**src/csc_pkg.sv**
```systemverilog
// ============================================================================
// csc_pkg - shared types and constants of the compass search step controller
// Field widths, register map, reset values and the control/status bundles
// between the sequencer and the datapath.
// ============================================================================
package csc_pkg;

    localparam int MAX_PARAMS = 12;

    localparam int NUM_PARAMS_W  = 4;
    localparam int STEP_LEVELS_W = 6;
    localparam int MAX_ITER_W    = 16;
    localparam int STEP_W        = 31;
    localparam int THR_W         = 47;
    localparam int COST_W        = 48;
    localparam int PARAM_W       = 32;
    localparam int INDEX_W       = 4;

    localparam int APB_ADDR_W = 6;
    localparam int APB_DATA_W = 64;

    localparam int S_DATA_W = 48;
    localparam int M_DATA_W = 120;

    typedef enum logic [2:0] {
        REG_NUM_PARAMS    = 3'd0,
        REG_STEP_LEVELS   = 3'd1,
        REG_MAX_ITER      = 3'd2,
        REG_INIT_STEP     = 3'd3,
        REG_IMPROVE_THR   = 3'd4
    } reg_idx_t;

    localparam logic [NUM_PARAMS_W-1:0]  NUM_PARAMS_RST  = 4'd6;
    localparam logic [STEP_LEVELS_W-1:0] STEP_LEVELS_RST = 6'd1;
    localparam logic [MAX_ITER_W-1:0]    MAX_ITER_RST    = 16'd500;
    localparam logic [STEP_W-1:0]        INIT_STEP_RST   = 31'd65536;
    localparam logic [THR_W-1:0]         IMPROVE_THR_RST = 47'd17;

    localparam logic OP_START  = 1'b0;
    localparam logic OP_SAMPLE = 1'b1;

    typedef struct packed {
        logic [NUM_PARAMS_W-1:0]  param_count;
        logic [STEP_LEVELS_W-1:0] step_levels;
        logic [MAX_ITER_W-1:0]    max_iterations;
        logic [STEP_W-1:0]        init_step;
        logic [THR_W-1:0]         improve_threshold;
    } cfg_t;

    typedef struct packed {
        logic start;
        logic latch;
        logic classify;
        logic decide;
        logic apply;
        logic step_end;
        logic done_upd;
        logic emit_load;
    } cmd_t;

    typedef struct packed {
        logic done;
        logic plus_pair;
        logic iter_end;
        logic out_free;
        logic emit_last;
    } stat_t;

endpackage

```
**src/csc_regs.sv**
```systemverilog
// ============================================================================
// csc_regs - configuration register file
// APB-style write/read port holding the search settings.
// ============================================================================
module csc_regs (
    input  logic                              aclk,
    input  logic                              aresetn,
    input  logic                              psel,
    input  logic                              penable,
    input  logic                              pwrite,
    input  logic [csc_pkg::APB_ADDR_W-1:0]    paddr,
    input  logic [csc_pkg::APB_DATA_W-1:0]    pwdata,
    output logic [csc_pkg::APB_DATA_W-1:0]    prdata,
    output logic                              pready,
    output csc_pkg::cfg_t                     cfg
);

    csc_pkg::cfg_t     cfg_reg;
    csc_pkg::reg_idx_t reg_idx;
    logic              wr_en;

    assign pready  = 1'b1;
    assign reg_idx = csc_pkg::reg_idx_t'(paddr[5:3]);
    assign wr_en   = psel & penable & pwrite;
    assign cfg     = cfg_reg;

    always_ff @(posedge aclk) begin
        if (!aresetn) begin
            cfg_reg.param_count       <= csc_pkg::NUM_PARAMS_RST;
            cfg_reg.step_levels       <= csc_pkg::STEP_LEVELS_RST;
            cfg_reg.max_iterations    <= csc_pkg::MAX_ITER_RST;
            cfg_reg.init_step         <= csc_pkg::INIT_STEP_RST;
            cfg_reg.improve_threshold <= csc_pkg::IMPROVE_THR_RST;
        end else if (wr_en) begin
            unique case (reg_idx)
                csc_pkg::REG_NUM_PARAMS:  cfg_reg.param_count       <= pwdata[3:0];
                csc_pkg::REG_STEP_LEVELS: cfg_reg.step_levels       <= pwdata[5:0];
                csc_pkg::REG_MAX_ITER:    cfg_reg.max_iterations    <= pwdata[15:0];
                csc_pkg::REG_INIT_STEP:   cfg_reg.init_step         <= pwdata[30:0];
                csc_pkg::REG_IMPROVE_THR: cfg_reg.improve_threshold <= pwdata[46:0];
                default: ;
            endcase
        end
    end

    always_comb begin
        prdata = '0;
        unique case (reg_idx)
            csc_pkg::REG_NUM_PARAMS:  prdata = 64'(cfg_reg.param_count);
            csc_pkg::REG_STEP_LEVELS: prdata = 64'(cfg_reg.step_levels);
            csc_pkg::REG_MAX_ITER:    prdata = 64'(cfg_reg.max_iterations);
            csc_pkg::REG_INIT_STEP:   prdata = 64'(cfg_reg.init_step);
            csc_pkg::REG_IMPROVE_THR: prdata = 64'(cfg_reg.improve_threshold);
            default:                  prdata = '0;
        endcase
    end

endmodule

```
**src/csc_datapath.sv**
```systemverilog
// ============================================================================
// csc_datapath - parameter/step stores, cost registers and counters
// Executes the sequencer's commands and drives the output word register.
// ============================================================================
module csc_datapath #(
    parameter int MAX_PARAMS = csc_pkg::MAX_PARAMS
) (
    input  logic                              aclk,
    input  logic                              aresetn,
    input  csc_pkg::cfg_t                     cfg,
    input  csc_pkg::cmd_t                     cmd,
    output csc_pkg::stat_t                    stat,
    input  logic signed [csc_pkg::COST_W-1:0] s_cost,
    input  logic                              m_ready,
    output logic                              m_valid,
    output logic [csc_pkg::INDEX_W-1:0]       m_index,
    output logic signed [csc_pkg::PARAM_W-1:0] m_value,
    output logic [csc_pkg::STEP_W-1:0]        m_step,
    output logic signed [csc_pkg::COST_W-1:0] m_centre,
    output logic                              m_finished,
    output logic                              m_last
);

    localparam int IDX_W = (MAX_PARAMS > 1) ? $clog2(MAX_PARAMS) : 1;
    localparam int CNT_W = $clog2(2 * MAX_PARAMS + 1);
    localparam int CMP_W = (CNT_W > 5) ? CNT_W : 5;
    localparam int IW    = csc_pkg::INDEX_W;
    localparam int CW    = csc_pkg::COST_W;
    localparam int DW    = csc_pkg::COST_W + 1;
    localparam int SW    = csc_pkg::PARAM_W + 2;

    logic signed [csc_pkg::PARAM_W-1:0] param_reg [MAX_PARAMS];
    logic [csc_pkg::STEP_W-1:0]         step_reg  [MAX_PARAMS];

    logic signed [CW-1:0] centre_reg;
    logic signed [CW-1:0] minus_reg;
    logic signed [CW-1:0] cost_reg;
    logic signed [DW-1:0] dneg_reg;
    logic signed [DW-1:0] dpos_reg;
    logic signed [DW-1:0] gain_reg;
    logic                 use_neg_reg;

    logic [CNT_W-1:0]                  cnt_reg;
    logic                              moved_reg;
    logic [csc_pkg::STEP_LEVELS_W-1:0] level_reg;
    logic [csc_pkg::MAX_ITER_W-1:0]    iter_reg;
    logic                              done_reg;
    logic [IDX_W-1:0]                  emit_idx_reg;

    logic                               m_valid_reg;
    logic [IW-1:0]                      m_index_reg;
    logic signed [csc_pkg::PARAM_W-1:0] m_value_reg;
    logic [csc_pkg::STEP_W-1:0]         m_step_reg;
    logic signed [CW-1:0]               m_centre_reg;
    logic                               m_finished_reg;
    logic                               m_last_reg;

    logic [csc_pkg::NUM_PARAMS_W-1:0] n_act;
    logic [CMP_W-1:0]                 n_ext;
    logic [CMP_W-1:0]                 two_n;
    logic [CMP_W-1:0]                 cnt_ext;
    logic [CMP_W-1:0]                 p_ext;
    logic [IDX_W-1:0]                 p_idx;
    logic                             p_ok;
    logic                             emit_last;
    logic                             out_free;
    logic                             iter_end;
    logic                             gain_hit;
    logic                             search_over;
    logic [IDX_W-1:0]                 rd_idx;
    logic signed [csc_pkg::PARAM_W-1:0] rd_param;
    logic [csc_pkg::STEP_W-1:0]       rd_step;
    logic signed [SW-1:0]             sum;
    logic signed [csc_pkg::PARAM_W-1:0] sat;

    always_comb begin
        if (cfg.param_count == '0) begin
            n_act = 4'd1;
        end else if (int'(cfg.param_count) > MAX_PARAMS) begin
            n_act = 4'(MAX_PARAMS);
        end else begin
            n_act = cfg.param_count;
        end
    end

    assign n_ext     = CMP_W'(n_act);
    assign two_n     = n_ext << 1;
    assign cnt_ext   = CMP_W'(cnt_reg);
    assign p_ext     = (cnt_ext - CMP_W'(1)) >> 1;
    assign p_idx     = IDX_W'(p_ext);
    assign p_ok      = (cnt_ext != '0) && (p_ext < n_ext);
    assign iter_end  = cnt_ext >= two_n;
    assign emit_last = (CMP_W'(emit_idx_reg) + CMP_W'(1)) == n_ext;
    assign out_free  = !m_valid_reg || m_ready;
    assign gain_hit  = gain_reg > $signed({2'b00, cfg.improve_threshold});
    assign search_over = (level_reg >= cfg.step_levels) || (iter_reg >= cfg.max_iterations);

    assign stat.done      = done_reg;
    assign stat.plus_pair = p_ok && !cnt_reg[0];
    assign stat.iter_end  = iter_end;
    assign stat.out_free  = out_free;
    assign stat.emit_last = emit_last;

    assign rd_idx   = cmd.emit_load ? emit_idx_reg : p_idx;
    assign rd_param = param_reg[rd_idx];
    assign rd_step  = step_reg[rd_idx];

    always_comb begin
        if (use_neg_reg) begin
            sum = SW'(rd_param) - $signed(SW'(rd_step));
        end else begin
            sum = SW'(rd_param) + $signed(SW'(rd_step));
        end
        if (!sum[SW-1] && sum[SW-2:SW-3] != 2'b00) begin
            sat = 32'sh7FFF_FFFF;
        end else if (sum[SW-1] && sum[SW-2:SW-3] != 2'b11) begin
            sat = 32'sh8000_0000;
        end else begin
            sat = sum[csc_pkg::PARAM_W-1:0];
        end
    end

    always_ff @(posedge aclk) begin
        if (cmd.start) begin
            for (int i = 0; i < MAX_PARAMS; i++) begin
                param_reg[i] <= '0;
                step_reg[i]  <= cfg.init_step;
            end
            centre_reg <= '0;
            minus_reg  <= '0;
        end
        if (cmd.latch) begin
            cost_reg <= s_cost;
        end
        if (cmd.classify) begin
            if (cnt_reg == '0) begin
                centre_reg <= cost_reg;
            end else if (p_ok && cnt_reg[0]) begin
                minus_reg <= cost_reg;
            end
            dneg_reg <= DW'(centre_reg) - DW'(minus_reg);
            dpos_reg <= DW'(centre_reg) - DW'(cost_reg);
        end
        if (cmd.decide) begin
            use_neg_reg <= dneg_reg > dpos_reg;
            gain_reg    <= (dneg_reg > dpos_reg) ? dneg_reg : dpos_reg;
        end
        if (cmd.apply && gain_hit) begin
            param_reg[p_idx] <= sat;
        end
        if (cmd.step_end && iter_end && !moved_reg) begin
            for (int i = 0; i < MAX_PARAMS; i++) begin
                step_reg[i] <= step_reg[i] >> 1;
            end
        end
        if (cmd.emit_load) begin
            m_index_reg    <= IW'(emit_idx_reg);
            m_value_reg    <= rd_param;
            m_step_reg     <= rd_step;
            m_centre_reg   <= centre_reg;
            m_finished_reg <= done_reg;
            m_last_reg     <= emit_last;
        end
    end

    always_ff @(posedge aclk) begin
        if (!aresetn) begin
            cnt_reg      <= '0;
            moved_reg    <= 1'b0;
            level_reg    <= '0;
            iter_reg     <= '0;
            done_reg     <= 1'b1;
            emit_idx_reg <= '0;
            m_valid_reg  <= 1'b0;
        end else begin
            if (cmd.start) begin
                cnt_reg   <= '0;
                moved_reg <= 1'b0;
                level_reg <= '0;
                iter_reg  <= '0;
            end
            if (cmd.apply && gain_hit) begin
                moved_reg <= 1'b1;
            end
            if (cmd.step_end) begin
                if (!iter_end) begin
                    cnt_reg <= cnt_reg + CNT_W'(1);
                end else begin
                    iter_reg <= iter_reg + 16'd1;
                    if (!moved_reg) begin
                        level_reg <= level_reg + 6'd1;
                    end
                    cnt_reg   <= '0;
                    moved_reg <= 1'b0;
                end
            end
            if (cmd.done_upd) begin
                done_reg     <= search_over;
                emit_idx_reg <= '0;
            end
            if (cmd.emit_load) begin
                emit_idx_reg <= emit_idx_reg + IDX_W'(1);
                m_valid_reg  <= 1'b1;
            end else if (m_ready) begin
                m_valid_reg <= 1'b0;
            end
        end
    end

    assign m_valid    = m_valid_reg;
    assign m_index    = m_index_reg;
    assign m_value    = m_value_reg;
    assign m_step     = m_step_reg;
    assign m_centre   = m_centre_reg;
    assign m_finished = m_finished_reg;
    assign m_last     = m_last_reg;

endmodule

```
**src/csc_ctrl.sv**
```systemverilog
// ============================================================================
// csc_ctrl - sequencer of the compass search step controller
// Accepts one input word at a time and steps the datapath through
// classify, decide, apply, counter update and vector output.
// ============================================================================
module csc_ctrl (
    input  logic           aclk,
    input  logic           aresetn,
    input  logic           s_valid,
    input  logic           s_opcode,
    output logic           s_ready,
    input  csc_pkg::stat_t stat,
    output csc_pkg::cmd_t  cmd
);

    typedef enum logic [6:0] {
        S_IDLE     = 7'b0000001,
        S_CLASSIFY = 7'b0000010,
        S_DECIDE   = 7'b0000100,
        S_APPLY    = 7'b0001000,
        S_STEP_END = 7'b0010000,
        S_DONE_UPD = 7'b0100000,
        S_EMIT     = 7'b1000000
    } state_t;

    state_t state_reg;
    state_t state_next;

    assign s_ready = (state_reg == S_IDLE);

    always_comb begin
        cmd        = '0;
        state_next = state_reg;
        unique case (state_reg)
            S_IDLE: begin
                if (s_valid) begin
                    if (s_opcode == csc_pkg::OP_START) begin
                        cmd.start  = 1'b1;
                        state_next = S_DONE_UPD;
                    end else if (!stat.done) begin
                        cmd.latch  = 1'b1;
                        state_next = S_CLASSIFY;
                    end
                end
            end
            S_CLASSIFY: begin
                cmd.classify = 1'b1;
                state_next   = stat.plus_pair ? S_DECIDE : S_STEP_END;
            end
            S_DECIDE: begin
                cmd.decide = 1'b1;
                state_next = S_APPLY;
            end
            S_APPLY: begin
                cmd.apply  = 1'b1;
                state_next = S_STEP_END;
            end
            S_STEP_END: begin
                cmd.step_end = 1'b1;
                state_next   = stat.iter_end ? S_DONE_UPD : S_IDLE;
            end
            S_DONE_UPD: begin
                cmd.done_upd = 1'b1;
                state_next   = S_EMIT;
            end
            S_EMIT: begin
                if (stat.out_free) begin
                    cmd.emit_load = 1'b1;
                    if (stat.emit_last) begin
                        state_next = S_IDLE;
                    end
                end
            end
            default: begin
                state_next = S_IDLE;
            end
        endcase
    end

    always_ff @(posedge aclk) begin
        if (!aresetn) begin
            state_reg <= S_IDLE;
        end else begin
            state_reg <= state_next;
        end
    end

endmodule

```
**src/compass_search_step_controller.sv**
```systemverilog
// ============================================================================
// compass_search_step_controller - compass search (coordinate hill-climb) step
// controller
// Takes start and cost-sample words, updates the parameter and step vectors and
// streams the vector out at each start and at the end of each iteration.
// ============================================================================
// A start word passes the finish check before the output vector begins; a sample
// word runs through the classify (difference) and counter update states (centre or
// minus sample) or through classify, select, saturating update and counter update
// (plus sample) in the sequencer before the next word is taken. The sample that
// closes an iteration adds the finish check and then streams n words, one per cycle
// while m_tready is high, from the parameter and step registers over a single read
// port. Samples arriving after the search is finished are taken and dropped.
// ============================================================================
module compass_search_step_controller #(
    parameter int MAX_PARAMS = csc_pkg::MAX_PARAMS
) (
    input  logic                            aclk,
    input  logic                            aresetn,
    // APB configuration
    input  logic                            psel,
    input  logic                            penable,
    input  logic                            pwrite,
    input  logic [csc_pkg::APB_ADDR_W-1:0]  paddr,
    input  logic [csc_pkg::APB_DATA_W-1:0]  pwdata,
    output logic [csc_pkg::APB_DATA_W-1:0]  prdata,
    output logic                            pready,
    // input words
    input  logic                            s_tvalid,
    output logic                            s_tready,
    input  logic [csc_pkg::S_DATA_W-1:0]    s_tdata,   // [47:0] cost_value
    input  logic [0:0]                      s_tuser,   // [0] opcode
    // output words
    output logic                            m_tvalid,
    input  logic                            m_tready,
    output logic [csc_pkg::M_DATA_W-1:0]    m_tdata,   // [3:0] param_index,
                                                       // [35:4] param_value,
                                                       // [66:36] step_size,
                                                       // [114:67] centre_cost
    output logic [0:0]                      m_tuser,   // [0] finished
    output logic                            m_tlast
);

    csc_pkg::cfg_t  cfg;
    csc_pkg::cmd_t  cmd;
    csc_pkg::stat_t stat;

    logic [csc_pkg::INDEX_W-1:0]         m_index;
    logic signed [csc_pkg::PARAM_W-1:0]  m_value;
    logic [csc_pkg::STEP_W-1:0]          m_step;
    logic signed [csc_pkg::COST_W-1:0]   m_centre;
    logic                                m_finished;

    csc_regs u_regs (
        .aclk    (aclk),
        .aresetn (aresetn),
        .psel    (psel),
        .penable (penable),
        .pwrite  (pwrite),
        .paddr   (paddr),
        .pwdata  (pwdata),
        .prdata  (prdata),
        .pready  (pready),
        .cfg     (cfg)
    );

    csc_ctrl u_ctrl (
        .aclk     (aclk),
        .aresetn  (aresetn),
        .s_valid  (s_tvalid),
        .s_opcode (s_tuser[0]),
        .s_ready  (s_tready),
        .stat     (stat),
        .cmd      (cmd)
    );

    csc_datapath #(
        .MAX_PARAMS (MAX_PARAMS)
    ) u_datapath (
        .aclk       (aclk),
        .aresetn    (aresetn),
        .cfg        (cfg),
        .cmd        (cmd),
        .stat       (stat),
        .s_cost     ($signed(s_tdata[csc_pkg::COST_W-1:0])),
        .m_ready    (m_tready),
        .m_valid    (m_tvalid),
        .m_index    (m_index),
        .m_value    (m_value),
        .m_step     (m_step),
        .m_centre   (m_centre),
        .m_finished (m_finished),
        .m_last     (m_tlast)
    );

    assign m_tdata    = {5'b00000, m_centre, m_step, m_value, m_index};
    assign m_tuser[0] = m_finished;

endmodule
```
**config.mk**
```make
export PLATFORM = sky130hd
export DESIGN_NAME = compass_search_step_controller
export DESIGN_NICKNAME = d
export VERILOG_FILES = /design/src/csc_pkg.sv /design/src/csc_regs.sv /design/src/csc_datapath.sv /design/src/csc_ctrl.sv /design/src/compass_search_step_controller.sv
export SDC_FILE = /design/constraint.sdc
export NUM_CORES = 2
export LEC_CHECK = 0
export ABC_AREA = 1
export BUFFER_PORTS_ARGS = -buffer_cell sky130_fd_sc_hd__buf_2
export CAP_MARGIN = 10
export CORE_ASPECT_RATIO = 1.25
export CORE_MARGIN = 5
export CORE_UTILIZATION = 41
export CTS_BUF_LIST = sky130_fd_sc_hd__clkbuf_8
export DETAILED_ROUTE_END_ITERATION = 12
export SLEW_MARGIN = 20
export SYNTH_ARGS = -nofsm -noshare
export SYNTH_HDL_FRONTEND = slang
export SYNTH_HIERARCHICAL = 1
export SYNTH_SLANG_ARGS = --single-unit
```
**constraint.sdc**
```tcl
create_clock -name aclk -period 29.7 [get_ports aclk]
set_input_delay 0 -clock aclk [delete_from_list [all_inputs] [get_ports aclk]]
set_output_delay 0 -clock aclk [all_outputs]
set_load 0.03 [all_outputs]
```
# [Yosys cells after proc, flatten, opt, wreduce, memory -nomap -nowiden]
# Memory sizes are Yosys's and may differ from the RTL's.
# Cells that the tools add are included.
# Widths: inputs -> output; s select.
[totals] reg_bits=554 mem_bits_rw=756 in_bits=126 out_inout_bits=189 word_cells=179 memories=2
[classes] add_sub_neg=10 n_lt_le_gt_ge=7 eq_ne=17 n_mux=74 bitwise=14 n_reduce_logical=29
[memory_table] memory="u_datapath.param_reg" depth=12 width=32 rd=1 rd_ports_with_merged_regs=0 wr=12 line="csc_datapath.sv:32" source="logic signed [csc_pkg::PARAM_W-1:0] param_reg [MAX_PARAMS];"
[memory_table] memory="u_datapath.step_reg" depth=12 width=31 rd=13 rd_ports_with_merged_regs=0 wr=12 line="csc_datapath.sv:33" source="logic [csc_pkg::STEP_W-1:0] step_reg [MAX_PARAMS];"
[op_table] op="$mux 31" count=12
[op_table] op="$mux 48" count=7
[op_table] op="$pmux 47 s5" count=1
[op_table] op="$sub 48x48->49" count=2
[op_table] op="$mux 32" count=3
[op_table] op="$gt 49x48->1" count=1
[op_table] op="$gt 49x49->1" count=1
[op_table] op="$mux 49" count=1
[op_table] op="$pmux 7 s7" count=1
[op_table] op="$mux 16" count=3
[op_table] op="$mux 7" count=5
[op_table] op="$mux 34" count=1
[op_table] op="$add 32x32->33" count=1
[op_table] op="$sub 32x32->33" count=1
[op_table] op="$reduce_or 32->1" count=1
[op_table] op="$mux 6" count=5
[op_table] op="$mux 4" count=6
[op_table] op="$mux 1" count=23
[op_table] op="$mux 5" count=4
[op_table] op="$add 16x1->16 const B" count=1
[op_table] op="$ge 16x16->1" count=1
[op_table] op="$or 1x1->1" count=12
[op_table] op="$reduce_and 2->1" count=5
[op_table] op="$logic_and 1x1->1" count=8
[op_table] op="other kinds (33)" count=45

# [Depth between registers and ports, before layout]
# An unclocked memory read counts as a cell.
[depth] word_depth=13 mapped_depth=40

# [Hierarchy]
# Netlist, hierarchy kept.
[modules_own_cells] mod="csc_datapath" instances=1 cells_each=5922 area_each_um2=55797.3 seq_area_each_um2=30158.9
[modules_own_cells] mod="csc_regs" instances=1 cells_each=820 area_each_um2=5157.4 seq_area_each_um2=2082.0
[modules_own_cells] mod="csc_ctrl" instances=1 cells_each=74 area_each_um2=469.2 seq_area_each_um2=140.1
[modules_own_cells] mod="compass_search_step_controller" instances=1 cells_each=6 area_each_um2=41.3 seq_area_each_um2=0.0

# [Least setup slack after synthesis]
# No wires, ideal clock.
[synth_timing] path_kind="reg-to-reg" start="register u_datapath.m_valid_reg, in the netlist u_datapath/m_valid" end="memory u_datapath/param_reg[12][7] in the netlist's numbering, data pin" setup_time_ps=269 arrival_time_ps=14418 path_slack_ps=15013 path_stages_with_launch=37 synth_period_minus_slack_ps=14687 path_cell_list="dfxtp_1 nand2_1 buf_4 nor3b_1 buf_4 inv_2 nand2_2 nand2_2 buf_4 buf_4 buf_4 nand2_1 nand2_1 a22o_1 inv_1 ha_1 nand3_1 nor2_1 nand3_2 nor2_1 nand4_1 o31ai_1 xor2_1 ha_1 a21oi_1 o21ai_0 o21bai_1 a221oi_1 nand2_1 nand2_1 nand2_1 inv_1 nand3_4 buf_6 nand2_2 buf_2 nand2_1"
[synth_rtl] item="start: declaration" line="csc_datapath.sv:50" source="logic m_valid_reg;"
[synth_rtl] item="start signal: assignment" line="csc_datapath.sv:174" source="m_valid_reg <= 1'b0;"
[synth_rtl] item="start signal: assignment" line="csc_datapath.sv:203" source="m_valid_reg <= 1'b1;"
[synth_rtl] item="start signal: assignment" line="csc_datapath.sv:205" source="m_valid_reg <= 1'b0;"
[synth_rtl] item="end: declaration" line="csc_datapath.sv:32"

==> impl_metrics.yaml <==
status:
  status: "completed"
cts:
  cts_setup_buffers: 0
  worstSkewPairLatency_ns: 0.95
  clkSinkCount: 1159
  cts_buffer_depth: 3
  root_buffer: "clkbuf_8"
  cts_tree: "done"
  cts-buffers-inserted: 188
  cts_max_level: 4
  cts.clk_slew.worst_paths_ns: 0.06
final_layout:
  largest_reg_flops: 512
  area_growth_pct: 13.8
  stdcell_count: 9390
  final_nets: 7616
  drive_above_1_share: 0.106
die:
  ios: 315
  die_y_um: 443
  die_area_mm2: 0.158
  die_width_um: 356
  row_count: 158
  initial_core_util: 0.413
  core-area_mm2: 0.149
sta:
  worst_slew_pin_slew_ns: 1.22
  slew_violations: 0
  min_period_ns: 9.76
  setup-tns-final_ns: 0
  finClkSkew_ns: 0.0798
  rsz0062_at_grt: "no"
  setup_viol: 0
  hold_viol: 0
  period_share: 0.329
  max_freq_mhz: 102
  slew_headroom: 0.178
routing:
  wl_um: 197000
  routed-via-count: 49900
  drc: 0
  avgRoutedWirePerCell_um: 21.0
  via_per_inst: 5.31
  final_antenna_net_count: 0
  drt_iter0_drc: 4186
  dr.pass1.iters: 7
yosys:
  synth_area_mm2: 0.0615
  synth-edff-count: 917
  synthCells: 6822
  synth_seq_area_share: 0.527
  ys_ff_latch: 1159
  synthArstFlopShare: 0
  synth.distinct_cells: 66
  avgSynthCellArea_um2: 9.01
  yosys_warnings: 6
  synthFlopType: "edfxtp_1"
global_route:
  grt.met1_usage: 0.280
  grt_max_degree: 174
  grt_pass1_wl_um: 294000
  grt_pass1_vias: 49300
  met2_usage: 0.428
  antenna_found_initial: 5
  grt.overflow.total: 0
  top_usage_layer: "met2"
  globalRouteMet3Util: 0.0339
  grtUsageTotal: 0.243
worst_setup_path:
  crit_type: "reg -> reg"
  worstReg2RegStart: "u_ctrl/state_reg[2]"
  critPathRequiredTime_ns: 30.30
  end_kind: "register"
  arrival_ns: 10.36
  startpoint: "u_ctrl/state_reg[2]"
  ff2ff_setup_slack_ns: 19.94
  cp_max_fo: 97
  startpoint_type: "register"
power_and_ir_drop:
  ir_drop_v: 0.0000533
  p_per_area_mw_per_mm2: 63.1
  p_leak_uw: 0.0294
placed_design:
  post-dp-hpwl_um: 133000
  place_congestion: 0.964
  io_buffers: 271
  placed_cells: 8815
hold_path:
  hold_path_class: "in -> reg"
  hp-start: "s_tuser"
job:
  drv_cap: 0
## area by class of cell
cell class                      instances  area, µm²
Clock inverter                        146        843
Tap cell                             2000       2500
Fill cell                           14300      78700
Antenna cell                            7       17.5
Clock buffer                          200       2750
Multi-Input combinational cell       4476      24200
Timing Repair Buffer                  567       4150
Sequential cell                      1159      32400
Inverter                              835       3140
## cells in the final DEF, fill, tap and decap left out, drive strengths merged, types with 3 or more instances in the layout
cell	netlist	final
nand3	445	445
o221ai	6	6
dfxtp	242	242
nand4	57	57
inv	835	913
nand3b	5	5
o31ai	10	10
edfxtp	917	917
conb	3	23
and3	3	3
a221oi	5	5
ha	260	260
xor2	98	98
nor2	571	571
a211oi	65	65
mux2	62	62
o41ai	29	29
nand2	1461	1461
bufinv	0	6
a21boi	14	14
nor4	26	26
a31oi	50	50
diode	0	7
fa	3	3
o22ai	6	6
o211ai	19	19
a21o	8	8
o21bai	14	14
and2	4	4
buf	209	345
or2	4	4
clkinv	0	61
clkbuf	163	200
a21oi	681	681
dlygate4sd3	0	222
o21ai	383	383
xnor2	58	58
nor3	63	63
o21a	25	25
## synth_stat cells (13+ instances only)
library cell / number / area, µm²
nor2_1: 552 / 2070
o21bai_1: 14 / 105
inv_1: 825 / 3100
o211ai_1: 19 / 143
clkbuf_1: 163 / 612
nor4_1: 26 / 163
buf_2: 52 / 260
buf_1: 44 / 165
ha_1: 260 / 3250
nand3_1: 436 / 2180
mux2_2: 62 / 698
xor2_1: 98 / 858
nand4_1: 57 / 357
nand2_2: 37 / 231
a31oi_1: 50 / 313
a21boi_0: 14 / 105
dfxtp_1: 242 / 4840
o41ai_1: 29 / 254
buf_6: 62 / 698
edfxtp_1: 917 / 27500
a21oi_1: 675 / 3380
nor3_1: 63 / 315
a211oi_1: 65 / 488
o21ai_0: 381 / 1910
xnor2_1: 58 / 508
buf_4: 51 / 383
o21a_1: 25 / 188
nor2_2: 13 / 81.3
nand2_1: 1421 / 5330
## routing by layer
| layer | share of wire | wire length (µm) |
|---|---|---|
| met1 | 0.38 | 74600 |
| met2 | 0.50 | 97500 |
| met3 | 0.058 | 11400 |
| met4 | 0.068 | 13400 |
| met5 | 0 | 0 |
## metrics by stage
step                hold slack (ns)  setup WS, ns  cell area, µm²  power, µW   util
global placement              0.178         20.11           64100       3060  0.431
CTS                          0.0194         20.16           69900       4440  0.470
global route                  0.101         19.55           69900       4610  0.470
detailed placement            0.178         20.15           64100       3070  0.431
finish                        0.148         19.94           69900       4410  0.470
floorplan                    0.0976         15.01           61500       2710      -
## where the power goes
part,switching [µW],internal [µW]
combinational,784,336
clock,664,680
sequential,41.8,1910
## critical path, cell delays in order (launching register included)
cell	delay (ns)
dfxtp_1	0.33
nor2_2	0.16
nand2_2	0.11
nor3b_2	0.23
buf_4	0.32
inv_2	0.16
nand3_2	0.50
nand2_4	0.56
nand2_2	0.51
buf_4	0.80
a211oi_1	0.14
o41ai_2	1.03
ha_1	0.44
a21oi_1	0.14
o21ai_0	0.10
a21oi_1	0.30
o21ai_0	0.25
nand2_1	0.10
nand2_1	0.13
a21oi_1	0.24
nand3_1	0.16
nand3_4	0.47
buf_4	0.92
buf_4	0.87
nand2_1	0.26
## repair_timing
item / 4_1_cts / 5_1_grt
hold buffers: 222 / 0
resized for setup: 0 / 0
hold endpoints to repair: 249 / 0
## worst paths after layout
| check | end | depth (start not counted) |
|---|---|---|
| worst max-delay path | u_datapath/param_reg[13][6] | 24 |
| worst min-delay path | u_ctrl/state_reg[1] | 6 |
| worst max register to register | u_datapath/param_reg[13][6] | 24 |
| worst min register to register | u_datapath/minus_reg[47] | 2 |
## cell families after synthesis
group           share of synthesized area
compound gates                      0.120
xor+xnor                           0.0222
fa+ha+maj                          0.0539
buf+inv                            0.0855
flops                               0.527
mux                                0.0115
other cells                      0.000183
simple gates                        0.180
No activity file was read; power rests on OpenSTA's default activity.
